File: src/hw/rtl/ulebdec_pkg.sv
// Shared types and constants of the ULEB128 dictionary index decoder.
// Used by the front end, the queue, the back end and the top level.
package ulebdec_pkg;

    // Result status codes.
    localparam logic [1:0] ST_VALID   = 2'd0;
    localparam logic [1:0] ST_BAD     = 2'd1;
    localparam logic [1:0] ST_PARTIAL = 2'd2;

    // Configuration register indexes.
    localparam logic CFG_DICT_TOTAL = 1'b0;
    localparam logic CFG_SPLIT      = 1'b1;

    localparam int          DICT_W        = 32;
    localparam int          SPLIT_W       = 13;
    localparam logic [12:0] SPLIT_RESET   = 13'd1000;

    // Seven-bit groups; ten of them reach bit 63, an eleventh zeroes the code.
    localparam int          GROUP_BITS    = 7;
    localparam int          GRP_W         = 4;
    localparam logic [3:0]  MAX_GROUPS    = 4'd10;

    // The divider retires this many quotient bits per clock.
    localparam int          DIV_STEP_BITS = 8;
    localparam int          DIV_CYCLES    = DICT_W / DIV_STEP_BITS;
    localparam int          DIV_CNT_W     = $clog2(DIV_CYCLES);

    // One classified index travelling from the front end to the back end.
    typedef struct packed {
        logic [1:0]        status;
        logic [DICT_W-1:0] idx;
        logic              fin;
    } t_qentry;

endpackage

File: src/hw/rtl/ulebdec_queue.sv
// Short queue of classified indices between front end and back end.
// Depends on ulebdec_pkg for the entry type.
module ulebdec_queue #(
    parameter int DEPTH = 2
) (
    input  logic                 i_clk,
    input  logic                 i_rst_n,
    input  logic                 i_push,
    input  ulebdec_pkg::t_qentry i_entry,
    output logic                 o_not_full,
    input  logic                 i_pop,
    output logic                 o_not_empty,
    output ulebdec_pkg::t_qentry o_head
);
    import ulebdec_pkg::*;

    localparam int PW = (DEPTH > 1) ? $clog2(DEPTH) : 1;
    localparam int CW = $clog2(DEPTH + 1);

    t_qentry       r_mem [DEPTH];
    logic [PW-1:0] r_wptr;
    logic [PW-1:0] r_rptr;
    logic [CW-1:0] r_count;

    assign o_not_full  = (r_count != CW'(DEPTH));
    assign o_not_empty = (r_count != '0);
    assign o_head      = r_mem[r_rptr];

    always_ff @(posedge i_clk) begin
        if (!i_rst_n) begin
            r_wptr  <= '0;
            r_rptr  <= '0;
            r_count <= '0;
        end else begin
            if (i_push) begin
                r_wptr <= (r_wptr == PW'(DEPTH - 1)) ? '0 : r_wptr + 1'b1;
            end
            if (i_pop) begin
                r_rptr <= (r_rptr == PW'(DEPTH - 1)) ? '0 : r_rptr + 1'b1;
            end
            if (i_push && !i_pop) begin
                r_count <= r_count + 1'b1;
            end else if (i_pop && !i_push) begin
                r_count <= r_count - 1'b1;
            end
        end
    end

    always_ff @(posedge i_clk) begin
        if (i_push) begin
            r_mem[r_wptr] <= i_entry;
        end
    end

endmodule

File: src/hw/rtl/ulebdec_front.sv
// Front end: gathers 7-bit groups of each code and classifies finished codes.
// Depends on ulebdec_pkg; feeds ulebdec_queue.
module ulebdec_front (
    input  logic                       i_clk,
    input  logic                       i_rst_n,
    input  logic                       i_in_valid,
    output logic                       o_in_ready,
    input  logic [7:0]                 i_data_byte,
    input  logic                       i_last_byte,
    input  logic [ulebdec_pkg::DICT_W-1:0]  i_dict_total_size,
    input  logic [ulebdec_pkg::SPLIT_W-1:0] i_split_size,
    input  logic                       i_q_not_full,
    output logic                       o_push,
    output ulebdec_pkg::t_qentry       o_entry
);
    import ulebdec_pkg::*;

    // Only the low 32 bits of the code are kept; any set bit from 32 to 63 is
    // folded into a sticky flag, since such a code is always too large.
    logic [DICT_W-1:0] r_low;
    logic              r_hi;
    logic [GRP_W-1:0]  r_grp;
    logic              r_stopped;

    logic [DICT_W-1:0] n_low;
    logic              n_hi;
    logic [6:0]        grp;
    logic              more;
    logic              fire;
    logic              over;
    logic              val_zero;
    logic              too_big;
    logic              bad;

    assign grp        = i_data_byte[6:0];
    assign more       = i_data_byte[7];
    assign o_in_ready = i_q_not_full;
    assign fire       = i_in_valid && i_q_not_full;

    always_comb begin
        n_low = r_low;
        n_hi  = r_hi;
        case (r_grp)
            4'd0: n_low[6:0]   = grp;
            4'd1: n_low[13:7]  = grp;
            4'd2: n_low[20:14] = grp;
            4'd3: n_low[27:21] = grp;
            4'd4: begin
                n_low[31:28] = grp[3:0];
                n_hi         = r_hi | (|grp[6:4]);
            end
            4'd5, 4'd6, 4'd7, 4'd8: n_hi = r_hi | (|grp);
            // The group at bit 63 keeps only its lowest bit.
            4'd9: n_hi = r_hi | grp[0];
            default: begin
                n_low = r_low;
                n_hi  = r_hi;
            end
        endcase
    end

    assign over     = (r_grp == MAX_GROUPS);
    assign val_zero = over || (!n_hi && (n_low == '0));
    assign too_big  = !over && (n_hi || (n_low > i_dict_total_size));
    assign bad      = val_zero || too_big || (i_split_size == '0);

    assign o_push = fire && !r_stopped && (i_last_byte || !more);

    always_comb begin
        if (more) begin
            o_entry.status = ST_PARTIAL;
            o_entry.idx    = '0;
            o_entry.fin    = 1'b1;
        end else if (bad) begin
            o_entry.status = ST_BAD;
            o_entry.idx    = '0;
            o_entry.fin    = 1'b1;
        end else begin
            o_entry.status = ST_VALID;
            o_entry.idx    = n_low - 1'b1;
            o_entry.fin    = i_last_byte;
        end
    end

    always_ff @(posedge i_clk) begin
        if (!i_rst_n) begin
            r_low     <= '0;
            r_hi      <= 1'b0;
            r_grp     <= '0;
            r_stopped <= 1'b0;
        end else if (fire) begin
            if (r_stopped) begin
                if (i_last_byte) begin
                    r_stopped <= 1'b0;
                    r_low     <= '0;
                    r_hi      <= 1'b0;
                    r_grp     <= '0;
                end
            end else if (more && !i_last_byte) begin
                r_low <= n_low;
                r_hi  <= n_hi;
                r_grp <= over ? r_grp : r_grp + 1'b1;
            end else begin
                r_low <= '0;
                r_hi  <= 1'b0;
                r_grp <= '0;
                if (!more && bad && !i_last_byte) begin
                    r_stopped <= 1'b1;
                end
            end
        end
    end

endmodule

File: src/hw/rtl/ulebdec_back.sv
// Back end: divides valid indices by the split size and holds the result word.
// Depends on ulebdec_pkg; drains ulebdec_queue.
module ulebdec_back (
    input  logic                            i_clk,
    input  logic                            i_rst_n,
    input  logic [ulebdec_pkg::SPLIT_W-1:0] i_split_size,
    input  logic                            i_q_not_empty,
    input  ulebdec_pkg::t_qentry            i_head,
    output logic                            o_pop,
    output logic                            o_out_valid,
    input  logic                            i_out_ready,
    output logic [1:0]                      o_status,
    output logic [ulebdec_pkg::DICT_W-1:0]  o_block_number,
    output logic [ulebdec_pkg::SPLIT_W-1:0] o_entry_position,
    output logic                            o_final_res
);
    import ulebdec_pkg::*;

    logic                 r_busy;
    logic                 r_done;
    logic [DIV_CNT_W-1:0] r_cnt;
    logic [DICT_W-1:0]    r_quo;
    logic [SPLIT_W-1:0]   r_rem;
    logic                 r_fin;

    logic                 r_out_valid;
    logic [1:0]           r_status;
    logic [DICT_W-1:0]    r_block;
    logic [SPLIT_W-1:0]   r_pos;
    logic                 r_fin_out;

    logic [DICT_W-1:0]    n_quo;
    logic [SPLIT_W-1:0]   n_rem;
    logic                 out_free;
    logic                 load_div;
    logic                 load_err;
    logic                 start;

    // Restoring division, eight quotient bits per clock.
    always_comb begin
        logic [SPLIT_W:0] trial;
        n_quo = r_quo;
        n_rem = r_rem;
        for (int k = 0; k < DIV_STEP_BITS; k++) begin
            trial = {n_rem, n_quo[DICT_W-1]};
            n_quo = {n_quo[DICT_W-2:0], 1'b0};
            if (trial >= {1'b0, i_split_size}) begin
                trial    = trial - {1'b0, i_split_size};
                n_quo[0] = 1'b1;
            end
            n_rem = trial[SPLIT_W-1:0];
        end
    end

    assign out_free = !r_out_valid || i_out_ready;
    assign load_div = r_busy && r_done && out_free;
    // A new division may start in the cycle the previous quotient is unloaded.
    assign start    = i_q_not_empty && (i_head.status == ST_VALID) && (!r_busy || load_div);
    assign load_err = !r_busy && i_q_not_empty && (i_head.status != ST_VALID) && out_free;
    assign o_pop    = start || load_err;

    always_ff @(posedge i_clk) begin
        if (!i_rst_n) begin
            r_busy      <= 1'b0;
            r_done      <= 1'b0;
            r_cnt       <= '0;
            r_out_valid <= 1'b0;
        end else begin
            if (start) begin
                r_busy <= 1'b1;
                r_done <= 1'b0;
                r_cnt  <= '0;
            end else if (load_div) begin
                r_busy <= 1'b0;
            end else if (r_busy && !r_done) begin
                r_cnt <= r_cnt + 1'b1;
                if (r_cnt == DIV_CNT_W'(DIV_CYCLES - 1)) begin
                    r_done <= 1'b1;
                end
            end
            if (load_div || load_err) begin
                r_out_valid <= 1'b1;
            end else if (i_out_ready) begin
                r_out_valid <= 1'b0;
            end
        end
    end

    always_ff @(posedge i_clk) begin
        if (start) begin
            r_quo <= i_head.idx;
            r_rem <= '0;
            r_fin <= i_head.fin;
        end else if (r_busy && !r_done) begin
            r_quo <= n_quo;
            r_rem <= n_rem;
        end
        if (load_div) begin
            r_status  <= ST_VALID;
            r_block   <= r_quo + 1'b1;
            r_pos     <= r_rem;
            r_fin_out <= r_fin;
        end else if (load_err) begin
            r_status  <= i_head.status;
            r_block   <= '0;
            r_pos     <= '0;
            r_fin_out <= i_head.fin;
        end
    end

    assign o_out_valid      = r_out_valid;
    assign o_status         = r_status;
    assign o_block_number   = r_block;
    assign o_entry_position = r_pos;
    assign o_final_res      = r_fin_out;

endmodule

File: src/hw/rtl/uleb128_dictionary_index_decoder.sv
// Top level of the ULEB128 dictionary index decoder: configuration registers,
// front end, queue and back end. Depends on ulebdec_pkg and the ulebdec modules.
//
// Input channel: one encoded byte per word (i_data_byte, i_last_byte) under
// i_in_valid / o_in_ready. Bit 7 of a byte means more groups follow; the
// last-byte mark closes the string. Output channel: at most one result word
// per byte (status, block number, entry position, final flag) under
// o_out_valid / i_out_ready.
// The front end takes one byte per clock while the queue has room. A byte
// that only continues a code produces nothing. A finished code is classified
// at once; an error or a partial-code end goes through the queue to the
// output register. A valid index goes through the back-end divider, which
// retires eight quotient bits per clock; it starts a new division only once
// the previous quotient is unloaded into the output register. The divider
// sets the sustained rate for strings of one-byte codes.
// When the receiver stalls, the result word is held in the output register,
// the divider keeps its finished quotient, and the queue fills; the input
// then stalls through o_in_ready.
// The synchronous reset empties the queue, clears the partial code and the
// stop mark, and loads a dictionary size of 0 and a split size of 1000.
// Configuration must be written only while no byte is in flight.
module uleb128_dictionary_index_decoder #(
    parameter int QUEUE_DEPTH = 2
) (
    input  logic        i_clk,
    input  logic        i_rst_n,
    input  logic        i_cfg_we,
    input  logic        i_cfg_idx,
    input  logic [31:0] i_cfg_wdata,
    input  logic        i_in_valid,
    output logic        o_in_ready,
    input  logic [7:0]  i_data_byte,
    input  logic        i_last_byte,
    output logic        o_out_valid,
    input  logic        i_out_ready,
    output logic [1:0]  o_status,
    output logic [31:0] o_block_number,
    output logic [12:0] o_entry_position,
    output logic        o_final_res
);
    import ulebdec_pkg::*;

    logic [DICT_W-1:0]  r_dict_total_size;
    logic [SPLIT_W-1:0] r_split_size;

    logic    q_not_full;
    logic    q_not_empty;
    logic    push;
    logic    pop;
    t_qentry push_entry;
    t_qentry head_entry;

    // Configuration registers; a write is taken in the cycle it is presented.
    always_ff @(posedge i_clk) begin
        if (!i_rst_n) begin
            r_dict_total_size <= '0;
            r_split_size      <= SPLIT_RESET;
        end else if (i_cfg_we) begin
            case (i_cfg_idx)
                CFG_DICT_TOTAL: r_dict_total_size <= i_cfg_wdata;
                CFG_SPLIT:      r_split_size      <= i_cfg_wdata[SPLIT_W-1:0];
                default:        r_split_size      <= r_split_size;
            endcase
        end
    end

    // The front end gathers groups and classifies each finished code.
    ulebdec_front u_front (
        .i_clk             (i_clk),
        .i_rst_n           (i_rst_n),
        .i_in_valid        (i_in_valid),
        .o_in_ready        (o_in_ready),
        .i_data_byte       (i_data_byte),
        .i_last_byte       (i_last_byte),
        .i_dict_total_size (r_dict_total_size),
        .i_split_size      (r_split_size),
        .i_q_not_full      (q_not_full),
        .o_push            (push),
        .o_entry           (push_entry)
    );

    // The queue decouples byte intake from the divider.
    ulebdec_queue #(
        .DEPTH (QUEUE_DEPTH)
    ) u_queue (
        .i_clk       (i_clk),
        .i_rst_n     (i_rst_n),
        .i_push      (push),
        .i_entry     (push_entry),
        .o_not_full  (q_not_full),
        .i_pop       (pop),
        .o_not_empty (q_not_empty),
        .o_head      (head_entry)
    );

    // The back end splits valid indices and owns the output register.
    ulebdec_back u_back (
        .i_clk            (i_clk),
        .i_rst_n          (i_rst_n),
        .i_split_size     (r_split_size),
        .i_q_not_empty    (q_not_empty),
        .i_head           (head_entry),
        .o_pop            (pop),
        .o_out_valid      (o_out_valid),
        .i_out_ready      (i_out_ready),
        .o_status         (o_status),
        .o_block_number   (o_block_number),
        .o_entry_position (o_entry_position),
        .o_final_res      (o_final_res)
    );

endmodule

File: config.mk
export PLATFORM = sky130hd
export DESIGN_NAME = uleb128_dictionary_index_decoder
export DESIGN_NICKNAME = d
export VERILOG_FILES = /design/src/hw/rtl/ulebdec_pkg.sv /design/src/hw/rtl/ulebdec_queue.sv /design/src/hw/rtl/ulebdec_front.sv /design/src/hw/rtl/ulebdec_back.sv /design/src/hw/rtl/uleb128_dictionary_index_decoder.sv
export SDC_FILE = /design/constraint.sdc
export NUM_CORES = 1
export LEC_CHECK = 0
export BUFFER_PORTS_ARGS = -buffer_cell sky130_fd_sc_hd__buf_2
export CAP_MARGIN = 15
export CORE_MARGIN = 4
export CORE_UTILIZATION = 37
export DETAILED_ROUTE_END_ITERATION = 8
export PLACE_DENSITY = 0.64
export SETUP_SLACK_MARGIN = 0.3
export SYNTH_ARGS = -nofsm -noshare
export SYNTH_HDL_FRONTEND = slang
export SYNTH_HIERARCHICAL = 1
export SYNTH_SLANG_ARGS = --single-unit
File: constraint.sdc
create_clock -name i_clk -period 43.1 [get_ports i_clk]
set_clock_uncertainty 0.05 [all_clocks]
set_input_delay 4.31 -clock i_clk [delete_from_list [all_inputs] [get_ports i_clk]]
set_output_delay 4.31 -clock i_clk [all_outputs]
set_load 0.01 [all_outputs]
==> flow_summary_export.csv <==
group,metric,value,unit
outcome,outcome,"complete, no violations",
place,place.gp.congestion,0.974,
yosys,postSynthNetCount,2304,
worst_setup_path,path_common_cell,"o21ai_0",
detailed_routing,avgViaCountPerCell,5.54,
timing,fin_crit_sh,0.541,
timing,maxSlewHeadroom,0.221,
timing,hold_viol_final,0,
floorplan,die_h,235,µm
timing,rsz0062_at_grt,"no",
yosys,synth_area,19000,µm²
worst_setup_path,cp_slowest_stage_delay,720,ps
yosys,ys.flop_type,"edfxtp_1",
clock_network,numCtsBuffers,27,
run,drv_cap,0,
global_route,antenna_found_initial,2,
timing,final_max_slew_viol_count,0,
clock_network,root_buffer,"clkbuf_16",
clock_network,cts_setup_buffers,0,
worst_setup_path,reg2regPathDepth,84,
detailed_routing,drcViolationCount,0,
clock_network,clockBufferDepth,3,
floorplan,die-width,235,µm
floorplan,ioPinCount,97,
yosys,ys_seq_area_frac,0.349,
detailed_routing,ant_nets,0,
yosys,synth-edff-count,149,
layout,final.fill_count,5038,
clock_network,clock_sinks,257,
layout,synthToLayoutAreaGrowth,10.7,%
clock_network,htree_levels,1,
layout,nNetsFinal,2374,
place,dp_hpwl,43.7,mm
global_route,grt_max_degree,66,
floorplan,core-area,50500,µm²
yosys,ys_seq_elements,257,
yosys,yosysWarnings,6,
hold_path,min_path_type,"register to register",
floorplan,start_util,0.377,
yosys,ys_types,102,
global_route,gr-total-overflow,0,
detailed_routing,routedWlPerCell,19.9,µm
global_route,grt_pass1_vias,15400,
yosys,avgSynthCellArea,9.04,µm²
clock_network,hold_buffers,0,
global_route,grt.total_usage,0.196,
detailed_routing,drtPass1Iterations,7,
clock_network,cts.repair.resized,0,
hold_path,whs_path_depth,2,
global_route,grt_pass1_wl,87.8,mm
place,io_buffers,96,
layout,seq_area,6640,µm²
clock_network,cts_tree,"yes",
timing,tns,0,ps
worst_setup_path,path_max_fanout,17,
worst_setup_path,worstPathArrival,23510,ps
worst_setup_path,end_kind,"register",
floorplan,dieArea,55100,µm²
timing,period_minus_slack,23300,ps
detailed_routing,wirelength,57.0,mm
worst_setup_path,required,43310,ps
floorplan,rows,82,
detailed_routing,drtIter0Drc,1443,
worst_setup_path,start_kind,"register",
layout,multi_input_area,11500,µm²
worst_setup_path,cp_slowest_cell,"nor4_1",
timing,max_freq,0.0429,GHz
yosys,syn_inst,2105,
layout,drive_gt1_frac,0.122,
detailed_routing,via_count,15900,
clock_network,clock_latency,550,ps
timing,finalSetupViolations,0,
yosys,synthArstFlopShare,0,
worst_setup_path,crit_type,"register to register",
clock_network,cts.clk_slew.worst_paths,60,ps
timing,tightestPinTransition,1170,ps
metrics by stage:
step	instances	setup WS, ps	cell area (µm²)	util	hold WS (ps)
final	2868	19800	21100	0.417	409
after global routing	2868	18110	21100	0.417	431
after CTS	2866	20230	21000	0.417	410
after global placement	2817	20960	20100	0.399	396
after detailed placement	2817	20330	20100	0.399	401
after floorplan	2105	23390	19000	-	385
Yosys cell counts, types with 6 or more instances:
library cell / n / share of area
ha_1: 144 / 0.095
o211ai_1: 26 / 0.010
nand2b_1: 26 / 0.0085
nor4_1: 16 / 0.0053
or4_1: 7 / 0.0028
xor2_1: 50 / 0.023
o2111ai_1: 6 / 0.0028
o21a_1: 27 / 0.011
o221a_2: 7 / 0.0041
a211o_1: 7 / 0.0032
nand3_1: 47 / 0.012
a21boi_0: 11 / 0.0043
o21ai_0: 85 / 0.022
buf_2: 13 / 0.0034
inv_1: 134 / 0.026
edfxtp_1: 149 / 0.24
and2_1: 39 / 0.013
clkbuf_1: 48 / 0.0095
xnor2_1: 72 / 0.033
a22oi_1: 25 / 0.0099
nand4_1: 31 / 0.010
a21oi_1: 101 / 0.027
a21o_1: 26 / 0.010
nor2_1: 169 / 0.033
or3_1: 14 / 0.0046
a31oi_1: 13 / 0.0043
mux2i_1: 73 / 0.038
fa_1: 8 / 0.0084
o21bai_1: 9 / 0.0036
nor2b_1: 50 / 0.016
dfxtp_1: 108 / 0.11
mux2_2: 43 / 0.025
a211oi_1: 14 / 0.0055
or2_2: 10 / 0.0033
mux2_1: 35 / 0.021
nor3_1: 38 / 0.010
nand2_1: 278 / 0.055
o31ai_1: 8 / 0.0032
buf_6: 7 / 0.0041
and4_1: 7 / 0.0032
and3_1: 15 / 0.0049
cell type report:
cell class | instances | area share
Antenna cell | 1 | 0.000119
Clock buffer | 34 | 0.0343
Clock inverter | 15 | 0.00992
Inverter | 134 | 0.0239
Multi-Input combinational cell | 1637 | 0.546
Sequential cell | 257 | 0.315
Tap cell | 672 | 0.0399
Timing Repair Buffer | 118 | 0.0311
cells in the final DEF (no fill, tap or decap), drive strengths merged, types with 9 or more instances in the layout:
master and instances:
o211ai 30, nor2b 51, a21o 26, dfxtp 108, a31oi 13, nand4 32
o21a 27, a211oi 18, nand2 280, a21oi 102, edfxtp 149, mux2i 73
ha 144, and2 40, inv 134, xor2 50, nand3 49, xnor2 72
nor2 170, or3 14, or2 12, nor3 40, o21ai 90, nor4 18
nand2b 26, o21bai 9, and3 16, a21boi 12, or4 10, clkbuf 34
buf 118, a22oi 25, mux2 78
worst max-delay path, delay by kind of cell, from the launching register on:
family	cells	cell delay [ps]
AOI/OAI and AO/OA	45	11420
adders and majority gates	8	3080
buffers and inverters	4	940
DFF	1	300
muxes	5	1800
and+or+nand+nor	22	5390
kinds of logic after synthesis:
family          Yosys count  share of synthesized area
buf+inv                 211                     0.0488
xor+xnor                122                     0.0562
compound gates          429                      0.158
simple gates            783                      0.200
fa+ha+maj               152                      0.103
flops                   257                      0.349
mux                     151                     0.0846
registers in the layout (all words and copies together), names as in the netlist, 4 cells and up, named ones only:
signal                   count
u_queue/r_mem               70
r_dict_total_size           32
u_back/o_block_number       32
u_back/r_quo                32
u_front/r_low               32
r_split_size                13
u_back/o_entry_position     13
u_back/r_rem                13
u_front/r_grp                4
final timing paths:
check                                                    endpoint                         startpoint  slack [ps]
worst max-delay path                    u_back/r_quo[0]$_DFFE_PP_       r_split_size[1]$_SDFFE_PN0P_       19800
worst min-delay path            r_dict_total_size[1]$_SDFFE_PN0P_  r_dict_total_size[1]$_SDFFE_PN0P_         410
worst max register to register          u_back/r_quo[0]$_DFFE_PP_       r_split_size[1]$_SDFFE_PN0P_       19800
worst min register to register  r_dict_total_size[1]$_SDFFE_PN0P_  r_dict_total_size[1]$_SDFFE_PN0P_         410
per-layer routing:
layer	track usage	part of all wire	vias up
li1	-	-	7685
met1	0.287	0.48	7572
met2	0.303	0.43	549
met3	0.0290	0.064	94
met4	0.0510	0.028	2
met5	0	0.00023	-
Power is left out: the tool's default activity adds up to more than one toggle a clock period on the data nets, which glitch-free logic cannot reach.
